$ cat config.mk
export PLATFORM = sky130hd
export DESIGN_NAME = depop_offset_accumulator_top
export DESIGN_NICKNAME = d
export VERILOG_FILES = /design/src/rtl/core/doa_pkg.sv /design/src/rtl/core/doa_alu.sv /design/src/rtl/core/doa_store.sv /design/src/rtl/core/depop_offset_accumulator_top.sv
export SDC_FILE = /design/constraint.sdc
export NUM_CORES = 2
export LEC_CHECK = 0
export BUFFER_PORTS_ARGS = -buffer_cell sky130_fd_sc_hd__buf_2
export CORE_ASPECT_RATIO = 1.4
export CORE_MARGIN = 10
export CORE_UTILIZATION = 45
export CTS_CLUSTER_DIAMETER = 80
export DETAILED_ROUTE_END_ITERATION = 8
export PLACE_DENSITY_LB_ADDON = 0.25
export SYNTH_ARGS = -nofsm -noshare
export SYNTH_HDL_FRONTEND = slang
export SYNTH_SLANG_ARGS = --single-unit
$ cat constraint.sdc
create_clock -name clk -period 30.3 [get_ports clk]
set_clock_uncertainty 0.1 [all_clocks]
set_input_delay 3.03 -clock clk [delete_from_list [all_inputs] [get_ports clk]]
set_output_delay 3.03 -clock clk [all_outputs]
set_load 0.005 [all_outputs]
$ cat src/rtl/core/doa_pkg.sv
package doa_pkg;

	// channel count and per-channel arithmetic limits
	localparam int Chans    = 9;
	localparam int SumW     = 24;
	localparam int OffW     = 16;
	localparam int DeltaW   = 6;
	localparam int ChanW    = 4;
	localparam int SumMax   = 'h7fffff;
	localparam int Step     = 160;
	localparam int DeltaMax = 20;
	localparam int ClipMag  = Step * DeltaMax;

	// reciprocal of the step: q = (m * Recip) >> RecipSh, exact for m < ClipMag
	localparam int RecipSh  = 20;
	localparam int Recip    = (1 << RecipSh) / Step + 1;
	localparam int MagW     = 12;

	// mixer control masks
	localparam logic [15:0] MaskSurround = 16'h0004;
	localparam logic [15:0] MaskAuxA     = 16'h0001;
	localparam logic [15:0] MaskAuxASur  = 16'h0014;
	localparam logic [15:0] MaskAuxB     = 16'h0012;

	typedef enum logic [1:0] {
		OP_ADD   = 2'd0,
		OP_FADE  = 2'd1,
		OP_CLEAR = 2'd2,
		OP_NONE  = 2'd3
	} op_t;

	typedef enum logic [1:0] {
		ST_IDLE = 2'b01,
		ST_RUN  = 2'b10
	} state_t;

	// shared unit outcome for one channel
	typedef struct packed {
		logic signed [SumW-1:0]   new_sum;
		logic signed [DeltaW-1:0] delta;
	} alu_res_t;

endpackage

$ cat src/rtl/core/doa_alu.sv
module doa_alu (
	input  logic                                 fade,
	input  logic signed [doa_pkg::SumW-1:0]      cur,
	input  logic signed [doa_pkg::OffW-1:0]      offset,
	output doa_pkg::alu_res_t                    res
);

	localparam int SumW = doa_pkg::SumW;
	localparam int ProdW = doa_pkg::MagW + 13;

	logic signed [SumW:0]              sum_wide;
	logic signed [SumW-1:0]            sat_sum;
	logic        [doa_pkg::MagW-1:0]   mag;
	logic        [ProdW-1:0]           prod;
	logic        [4:0]                 quot;
	logic signed [doa_pkg::DeltaW-1:0] delta;
	logic signed [SumW:0]              delta_x;
	logic signed [SumW:0]              fade_sum;

	// saturating accumulate of one voice offset
	always_comb begin
		sum_wide = (SumW+1)'(cur) + (SumW+1)'(offset);
		if (sum_wide > (SumW+1)'(doa_pkg::SumMax))
			sat_sum = SumW'(doa_pkg::SumMax);
		else if (sum_wide < -(SumW+1)'(doa_pkg::SumMax))
			sat_sum = -SumW'(doa_pkg::SumMax);
		else
			sat_sum = sum_wide[SumW-1:0];
	end

	// fade delta: -cur/160 toward zero, clipped to twenty steps
	always_comb begin
		mag  = cur[SumW-1] ? doa_pkg::MagW'(-cur) : doa_pkg::MagW'(cur);
		prod = ProdW'(mag) * ProdW'(doa_pkg::Recip);
		quot = prod[doa_pkg::RecipSh +: 5];
		if (cur >= SumW'(doa_pkg::ClipMag))
			delta = -doa_pkg::DeltaW'(doa_pkg::DeltaMax);
		else if (cur <= -SumW'(doa_pkg::ClipMag))
			delta = doa_pkg::DeltaW'(doa_pkg::DeltaMax);
		else if (cur[SumW-1])
			delta = doa_pkg::DeltaW'({1'b0, quot});
		else
			delta = -doa_pkg::DeltaW'({1'b0, quot});
	end

	// move the sum by delta * 160 (128 + 32)
	always_comb begin
		delta_x  = (SumW+1)'(delta);
		fade_sum = (SumW+1)'(cur) + (delta_x <<< 7) + (delta_x <<< 5);
	end

	always_comb begin
		res.delta   = fade ? delta : '0;
		res.new_sum = fade ? fade_sum[SumW-1:0] : sat_sum;
	end

endmodule

$ cat src/rtl/core/doa_store.sv
module doa_store #(
	parameter int DEPTH = 72,
	parameter int AW    = 7
) (
	input  logic                              clk,
	input  logic                              arst_n,
	input  logic [AW-1:0]                     rd_addr,
	output logic signed [doa_pkg::SumW-1:0]   rd_sum,
	input  logic                              wr_en,
	input  logic [AW-1:0]                     wr_addr,
	input  logic signed [doa_pkg::SumW-1:0]   wr_sum,
	input  logic                              clr,
	input  logic [AW-1:0]                     clr_base
);

	logic signed [doa_pkg::SumW-1:0] mem [DEPTH];
	logic signed [doa_pkg::SumW-1:0] data_s1;
	logic        [DEPTH-1:0]         valid_q;
	logic        [DEPTH-1:0]         valid_d;
	logic                            vld_s1;

	// sum storage, registered read
	always_ff @(posedge clk) begin
		if (wr_en)
			mem[wr_addr] <= wr_sum;
		data_s1 <= mem[rd_addr];
	end

	// next valid bits; a clear of a studio wins over a late write
	always_comb begin
		valid_d = valid_q;
		if (wr_en)
			valid_d[wr_addr] = 1'b1;
		if (clr) begin
			for (int i = 0; i < doa_pkg::Chans; i++)
				valid_d[AW'(clr_base + AW'(i))] = 1'b0;
		end
	end

	// per-entry valid bits
	always_ff @(posedge clk or negedge arst_n) begin
		if (!arst_n) begin
			valid_q <= '0;
			vld_s1  <= 1'b0;
		end else begin
			vld_s1  <= valid_q[rd_addr];
			valid_q <= valid_d;
		end
	end

	// an entry never written since reset or clear reads as zero
	assign rd_sum = vld_s1 ? data_s1 : '0;

endmodule

$ cat src/rtl/core/depop_offset_accumulator_top.sv
// Depop offset accumulator: nine saturating offset sums per studio.
//
// Command channel: an item (op, studio, mixer_ctrl, nine offsets) is taken
// at a rising edge where start is high and busy is low.
//   op 0  adds the retired voice offsets into the studio sums (gated by
//         mixer_ctrl); busy for the channel sweep, no results.
//   op 1  fade step; busy for the channel sweep, nine results follow.
//   op 2  clears the studio sums at the accept edge; never busy.
//   op 3, or a studio >= STUDIOS, is taken and ignored.
// Results: strobe marks one result per cycle, channel 0..8, last on the
// ninth. The first result passes the sequencer, the registered sum read
// and the result register after the accept edge. The receiver cannot
// stall, so results are never held. Throughput: a new add or fade item
// waits until busy drops after the last sweep, since the single sum read
// port and the shared add/fade unit handle one channel per cycle.
// Reset: asynchronous, active low; all sums read as zero afterwards (per
// entry valid bits), no clearing pass is needed.
module depop_offset_accumulator_top #(
	parameter int STUDIOS = 8
) (
	input  logic               clk,
	input  logic               arst_n,
	input  logic               start,
	output logic               busy,
	input  logic [1:0]         op,
	input  logic [2:0]         studio,
	input  logic [15:0]        mixer_ctrl,
	input  logic signed [15:0] off_main_left,
	input  logic signed [15:0] off_main_right,
	input  logic signed [15:0] off_main_surround,
	input  logic signed [15:0] off_auxa_left,
	input  logic signed [15:0] off_auxa_right,
	input  logic signed [15:0] off_auxa_surround,
	input  logic signed [15:0] off_auxb_left,
	input  logic signed [15:0] off_auxb_right,
	input  logic signed [15:0] off_auxb_surround,
	output logic               strobe,
	output logic [3:0]         channel,
	output logic signed [23:0] fade_start,
	output logic signed [5:0]  fade_delta,
	output logic               last
);

	localparam int Chans = doa_pkg::Chans;
	localparam int DEPTH = STUDIOS * Chans;
	localparam int AW    = $clog2(DEPTH);
	localparam int ChW   = doa_pkg::ChanW;

	doa_pkg::state_t                   state_q;
	logic [ChW-1:0]                    rd_q;
	logic                              fade_q;
	logic [AW-1:0]                     base_q;
	logic [Chans-1:0]                  en_q;
	logic signed [doa_pkg::OffW-1:0]   off_q [Chans];

	logic                              v_s1;
	logic [ChW-1:0]                    ch_s1;
	logic [AW-1:0]                     addr_s1;

	logic                              accept;
	logic                              in_range;
	doa_pkg::op_t                      op_in;
	logic [AW-1:0]                     base_in;
	logic [AW-1:0]                     rd_addr;
	logic signed [doa_pkg::SumW-1:0]   cur_sum;
	doa_pkg::alu_res_t                 alu_res;
	logic                              wr_en;

	logic                              strobe_q;
	logic [ChW-1:0]                    channel_q;
	logic signed [doa_pkg::SumW-1:0]   start_q;
	logic signed [doa_pkg::DeltaW-1:0] delta_q;
	logic                              last_q;

	// command decode
	assign accept   = start && !busy;
	assign op_in    = doa_pkg::op_t'(op);
	assign in_range = 32'(studio) < STUDIOS;
	assign base_in  = AW'(32'(studio) * 32'(Chans));
	assign busy     = (state_q == doa_pkg::ST_RUN);

	// sequencer: one channel read per cycle
	always_ff @(posedge clk or negedge arst_n) begin
		if (!arst_n) begin
			state_q <= doa_pkg::ST_IDLE;
			rd_q    <= '0;
			v_s1    <= 1'b0;
		end else begin
			v_s1 <= busy;
			unique case (state_q)
				doa_pkg::ST_IDLE: begin
					rd_q <= '0;
					if (accept && in_range &&
					    (op_in == doa_pkg::OP_ADD || op_in == doa_pkg::OP_FADE))
						state_q <= doa_pkg::ST_RUN;
				end
				doa_pkg::ST_RUN: begin
					rd_q <= rd_q + ChW'(1);
					if (rd_q == ChW'(Chans - 1))
						state_q <= doa_pkg::ST_IDLE;
				end
				default: state_q <= doa_pkg::ST_IDLE;
			endcase
		end
	end

	// item payload, held for the whole sweep
	always_ff @(posedge clk) begin
		if (accept) begin
			fade_q   <= (op_in == doa_pkg::OP_FADE);
			base_q   <= base_in;
			en_q[0]  <= 1'b1;
			en_q[1]  <= 1'b1;
			en_q[2]  <= |(mixer_ctrl & doa_pkg::MaskSurround);
			en_q[3]  <= |(mixer_ctrl & doa_pkg::MaskAuxA);
			en_q[4]  <= |(mixer_ctrl & doa_pkg::MaskAuxA);
			en_q[5]  <= |(mixer_ctrl & doa_pkg::MaskAuxA) &&
			            |(mixer_ctrl & doa_pkg::MaskAuxASur);
			en_q[6]  <= |(mixer_ctrl & doa_pkg::MaskAuxB);
			en_q[7]  <= |(mixer_ctrl & doa_pkg::MaskAuxB);
			en_q[8]  <= |(mixer_ctrl & doa_pkg::MaskAuxB) &&
			            |(mixer_ctrl & doa_pkg::MaskSurround);
			off_q[0] <= off_main_left;
			off_q[1] <= off_main_right;
			off_q[2] <= off_main_surround;
			off_q[3] <= off_auxa_left;
			off_q[4] <= off_auxa_right;
			off_q[5] <= off_auxa_surround;
			off_q[6] <= off_auxb_left;
			off_q[7] <= off_auxb_right;
			off_q[8] <= off_auxb_surround;
		end
		ch_s1   <= rd_q;
		addr_s1 <= rd_addr;
	end

	assign rd_addr = AW'(base_q + AW'(rd_q));

	doa_store #(
		.DEPTH (DEPTH),
		.AW    (AW)
	) u_store (
		.clk      (clk),
		.arst_n   (arst_n),
		.rd_addr  (rd_addr),
		.rd_sum   (cur_sum),
		.wr_en    (wr_en),
		.wr_addr  (addr_s1),
		.wr_sum   (alu_res.new_sum),
		.clr      (accept && in_range && op_in == doa_pkg::OP_CLEAR),
		.clr_base (base_in)
	);

	// shared add / fade unit, one channel per cycle
	doa_alu u_alu (
		.fade   (fade_q),
		.cur    (cur_sum),
		.offset (off_q[ch_s1]),
		.res    (alu_res)
	);

	assign wr_en = v_s1 && (fade_q || en_q[ch_s1]);

	// result register
	always_ff @(posedge clk or negedge arst_n) begin
		if (!arst_n)
			strobe_q <= 1'b0;
		else
			strobe_q <= v_s1 && fade_q;
	end

	always_ff @(posedge clk) begin
		channel_q <= ch_s1;
		start_q   <= cur_sum;
		delta_q   <= alu_res.delta;
		last_q    <= (ch_s1 == ChW'(Chans - 1));
	end

	assign strobe     = strobe_q;
	assign channel    = channel_q;
	assign fade_start = start_q;
	assign fade_delta = delta_q;
	assign last       = last_q;

endmodule

After elaboration in Yosys (flattened, before gate mapping)

Memories as Yosys holds them, arrays and structs flattened. A register that Yosys moved wholly into a read port is not among the register bits.
Index checks and enable logic that the tools add are counted.

Bits in writable memories: 1872
Flip-flop bits (word level): 142
Output and inout port bits: 37
Word-level logic and storage cells: 154
Memories kept: 2
Input port bits: 168

Memory list:

| memory      | words | bits a word | rd ports | clocked after Yosys merged registers in | wr ports | line                               | source |
|---|---|---|---|---|---|---|---|
| u_store.mem | 72    | 24          | 1        | 1                                       | 1        | doa_store.sv:16                    | `logic signed [doa_pkg::SumW-1:0] mem [DEPTH];` |
| off_q       | 9     | 16          | 1        | 1                                       | 9        | depop_offset_accumulator_top.sv:54 | `logic signed [doa_pkg::OffW-1:0] off_q [Chans];` |

Multipliers: 2
Add/sub/neg operators: 15
Equal/unequal tests: 8
Order comparisons: 26
Reduce and logical (&&, ||, !) cells: 25
Mux-type cells: 42
Bitwise gates (word level): 19

Operators with widths:

| operator                 | number |
|---|---|
| $and A72 B72 Y72         | 9 |
| $not A72 Y72             | 9 |
| $mux W72                 | 2 |
| $mux W24                 | 4 |
| $lt A7 B8 Y1 const B     | 11 |
| $or A72 B72 Y72          | 1 |
| $demux W1 S7             | 10 |
| $ge A7 B1 Y1 const B     | 10 |
| $add A7 B3 Y7 const B    | 4 |
| $add A24 B16 Y25         | 1 |
| $gt A25 B24 Y1 const B   | 1 |
| $lt A25 B24 Y1 const B   | 1 |
| $add A24 B11 Y24         | 1 |
| $add A24 B13 Y24         | 1 |
| $ge A24 B13 Y1 const B   | 1 |
| $le A24 B13 Y1 const B   | 1 |
| $mul A12 B12 Y24 const B | 1 |
| $mux W6                  | 3 |
| $logic_and A1 B1 Y1      | 17 |
| $mux W1                  | 16 |
| $add A7 B2 Y7 const B    | 2 |
| $mux W12                 | 1 |
| $neg A12 Y12             | 1 |
| $eq A4 B4 Y1 const B     | 2 |
| 22 further kinds         | 27 |

Logic depth before layout (Yosys ltp)

Depth after elaboration: 16
Depth in mapped cells: 44
Gate-level depth less buffers: 43

Modules after synthesis

From an unflattened synthesis, not the netlist that was laid out.

Cells, all modules: 5100
Area total of the unflattened synthesis: 88590.0 µm²

By module, submodules not included:

| module                       | seq. area each (µm²) | times used | cells each | area each (µm²) |
|---|---|---|---|---|
| doa_store                    | 54197.0              | 1          | 3970       | 75454.9 |
| depop_offset_accumulator_top | 5716.7               | 1          | 418        | 7443.4 |
| doa_alu                      | 0.0                  | 1          | 712        | 5691.7 |

Least setup slack after synthesis

OpenSTA, ideal clock, no wires.

Path type: register -> register
From: reg u_store.vld_s1
To: mem u_store.mem[0][23] in the netlist's numbering (data pin)
Stages on the path, launching flop included: 41
Data required time: 29.608 ns
Clock period less this slack: 12.015 ns
Library setup time: 0.592 ns
Buffers on the path: 2
Path slack: 18.285 ns
Data arrival time: 11.324 ns
Cells stage by stage: dfrtp_1 -> clkbuf_1 -> clkbuf_1 -> nand2_1 -> a41oi_1 -> mux2i_1 -> ha_1 -> inv_1 -> fa_1 -> inv_1 -> fa_1 -> fa_1 -> inv_1 -> fa_1 -> inv_1 -> ha_1 -> a21oi_1 -> o21ai_1 -> [5 not listed] -> ha_1 -> a21oi_1 -> nor3_1 -> a211oi_1 -> inv_1 -> fa_1 -> inv_1 -> ha_1 -> nor3_1 -> nor3_1 -> a221oi_1 -> a211o_1 -> o21ai_1 -> o21ai_0 -> nand2b_1 -> a21oi_1 -> xor3_1 -> a21oi_1

RTL lines:

| what                     | line            | source |
|---|---|---|
| start: declaration       | doa_store.sv:20 | `logic vld_s1;` |
| start signal: assignment | doa_store.sv:46 | `vld_s1 <= valid_q[rd_addr];` |
| end: declaration         | doa_store.sv:16 |  |

==> impl_metrics.toml <==
[outcome]
status = "completed"

[grt]
overflow = 0
grt_max_degree = 146
grt_pass1_wl_um = 350700
grt_pass1_vias = 48690
antenna_found_initial = 10
grt_usage = 0.2286

[drt]
detail-route-antenna-nets = 0
post-route-drc-count = 0
vias = 47680
drtIter0Drc = 5196
drt_first_pass_iters = 7
vias_per_cell = 6.211
drt-total-wl_um = 244300
wl_per_cell_um = 31.83

[sta]
hold_viol = 0
finalWorstSetupSlack_ns = 17.89
fmax_mhz = 80.57
min_period_ns = 12.41
slew_violations = 0
rsz0062_at_grt = "false"
relSlewSlack = 0.03977
period_share = 0.4096
setup_tns_ns = 0
tightest_slew_ns = 1.433
setup_viol = 0

[logic_synthesis]
netlist.area_leader.share = 0.6541
synth_common_cells = "edfxtp_1, mux4_2, nor2_1"
synth_nets = 5121
yosysWarnings = 0
synth_edf_count = 1881
synth.area.top_cells = "edfxtp_1, mux4_2, dfrtp_1, ha_1, dfxtp_1"
yosys.area.top_type = "edfxtp_1"
synth_async_sr_flop_share = 0.03986
avgSynthCellArea_sq_um = 18.18
synth.most_common_cell = "edfxtp_1"
synthDistinctLibCells = 84
ys_seq_area_frac = 0.6938
ys_ff_latch = 2032
ys.flop_type = "edfxtp_1"
syn-instance-count = 4750
netlist_area_sq_um = 86360

[floorplanning]
rows = 190
die_w_um = 390.2
ios = 205
start_util = 0.4518
die_h_um = 538.3
core_region_area_sq_um = 191100
die-area_sq_um = 210100

[place]
post-place-ws_ns = 17.94
numPortBuffers = 192
gp_routability_congestion = 0.9577
place_area_sq_um = 91540
hpwl_um = 147100

[critical_path]
regToRegStartpoint = "u_store.vld_s1$_DFF_PN0_"
crit_slowest_cell = "mux2i_1"
end_kind = "flip-flop"
crit_start = "u_store.vld_s1$_DFF_PN0_"
critical_path_class = "flip-flop to flip-flop"
max_stage_delay_ns = 0.74
crit_top_cell = "inv_1"
worstPathArrival_ns = 12.79
cp_max_fo = 72
worst-endpoint-required_ns = 30.68
critPathLaunchType = "flip-flop"

[cts]
cts_max_path_buffers = 4
cts_setup_buffers = 0
insertion_delay_ns = 0.85
clk_pin_slew_worst_paths_ns = 0.07
cts_tree = "built"
ctsHtreeMaxLevel = 4
cts_root_buffer = "clkbuf_16"
cts_buffers = 188
cts_hold_buf = 0
cts_resized = 0
cts.sinks = 2032

[layout]
fin_nets = 5401
fin_area_sq_um = 97380
drive_above_1_share = 0.2584
area_delta_synth_final_pct = 12.76

[hold_path]
hold_start = "ch_s1[2]$_DFF_P_"
hp-class = "flip-flop to flip-flop"

[job]
max-cap-violations = 0
-- flip-flops by register name (all words and copies together) (netlist names) --
name             cells
v_s1                 1
fade_q               1
rd_q                 4
u_store.mem       1728
en_q                 5
u_store.vld_s1       1
fade_delta           6
u_store.data_s1     24
addr_s1              7
ch_s1                4
channel              4
fade_start          24
base_q               3
u_store.valid_q     72
strobe               1
last                 1
off_q              144
state_q              2
-- layout make-up --
| cell class | instances | area [sq um] |
|---|---|---|
| clock buffer | 231 | 5022 |
| clock inverter | 100 | 789.5 |
| timing repair buffer | 333 | 2072 |
| fill | 15410 | 93750 |
| sequential | 2032 | 59920 |
| multi-input combinational | 2331 | 25890 |
| antenna | 10 | 25.02 |
| tap | 2496 | 3123 |
| inverter | 144 | 540.5 |
-- cells by family (layout without fill, tap and decap cells) --
logic type | after synthesis | count (layout) | synth area share
multiplexers | 620 | 620 | 0.1563
buffers and inverters | 387 | 808 | 0.01726
AO/OA/AOI/OAI | 661 | 661 | 0.05219
AND/OR/NAND/NOR | 787 | 787 | 0.04102
XOR/XNOR | 60 | 60 | 0.006259
flip-flops | 2032 | 2032 | 0.6938
adder cells (fa/ha/maj) | 203 | 203 | 0.03324
other | 0 | 10 | 0
-- worst max-delay path, delay by kind of cell, from the launching register on --
| kind | cells | cell delay, ns |
|---|---|---|
| muxes | 1 | 0.74 |
| adders and majority gates | 9 | 3.50 |
| xor gates and xnor gates | 2 | 0.54 |
| and+or+nand+nor | 8 | 1.83 |
| buffers and inverters | 8 | 1.41 |
| AOI/OAI and AO/OA | 13 | 3.47 |
| DFF | 1 | 0.32 |
-- layout by cell type, fill, tap and decap left out, types with 29 or more instances in the layout --
cell,instances
edfxtp_1,1881
mux4_2,582
nand2_1,267
nor2_1,193
clkbuf_16,191
buf_2,191
ha_1,158
buf_4,138
inv_1,136
a21oi_1,136
o21ai_0,100
dfrtp_1,80
dfxtp_1,68
and2_1,65
nor2_4,65
a31oi_1,64
fa_1,43
clkinv_1,39
clkinv_2,38
nand3_1,36
a211oi_1,36
o22ai_1,36
xnor2_1,35
a221oi_1,35
o221ai_1,32
mux2i_1,32
o22a_1,31
clkbuf_1,29
-- stage by stage --
step / utilization / std cells / hold slack, ns
after floorplan: - / 4750 / 0.2290
after global placement: 0.4789 / 7336 / 0.3507
after detailed placement: 0.4789 / 7336 / 0.3643
after CTS: 0.5093 / 7667 / 0.3739
after global routing: 0.5094 / 7668 / 0.3791
final: 0.5095 / 7677 / 0.3726
-- worst paths after layout --
path,end,slack (ns),depth (start not counted)
setup / recovery,u_store.mem[21][23]$_DFFE_PP_,17.89,41
hold / removal,channel[2]$_DFF_P_,0.37,0
setup reg to reg,u_store.mem[21][23]$_DFFE_PP_,17.89,41
hold reg to reg,channel[2]$_DFF_P_,0.37,0
max in group asynchronous,u_store.valid_q[1]$_DFF_PN0_,26.89,2
min in group asynchronous,u_store.valid_q[57]$_DFF_PN0_,1.97,1
-- per-layer routing --
metal  GRT usage  share of wire  wire length [um]
met2      0.3879           0.50            123000
met1      0.2955           0.38             93870
met4     0.09016          0.043             10450
met3     0.03384          0.069             16920
met5           0        0.00028                69
Power is left out: the tool's default activity adds up to more than one toggle a clock period on the data nets, which glitch-free logic cannot reach.
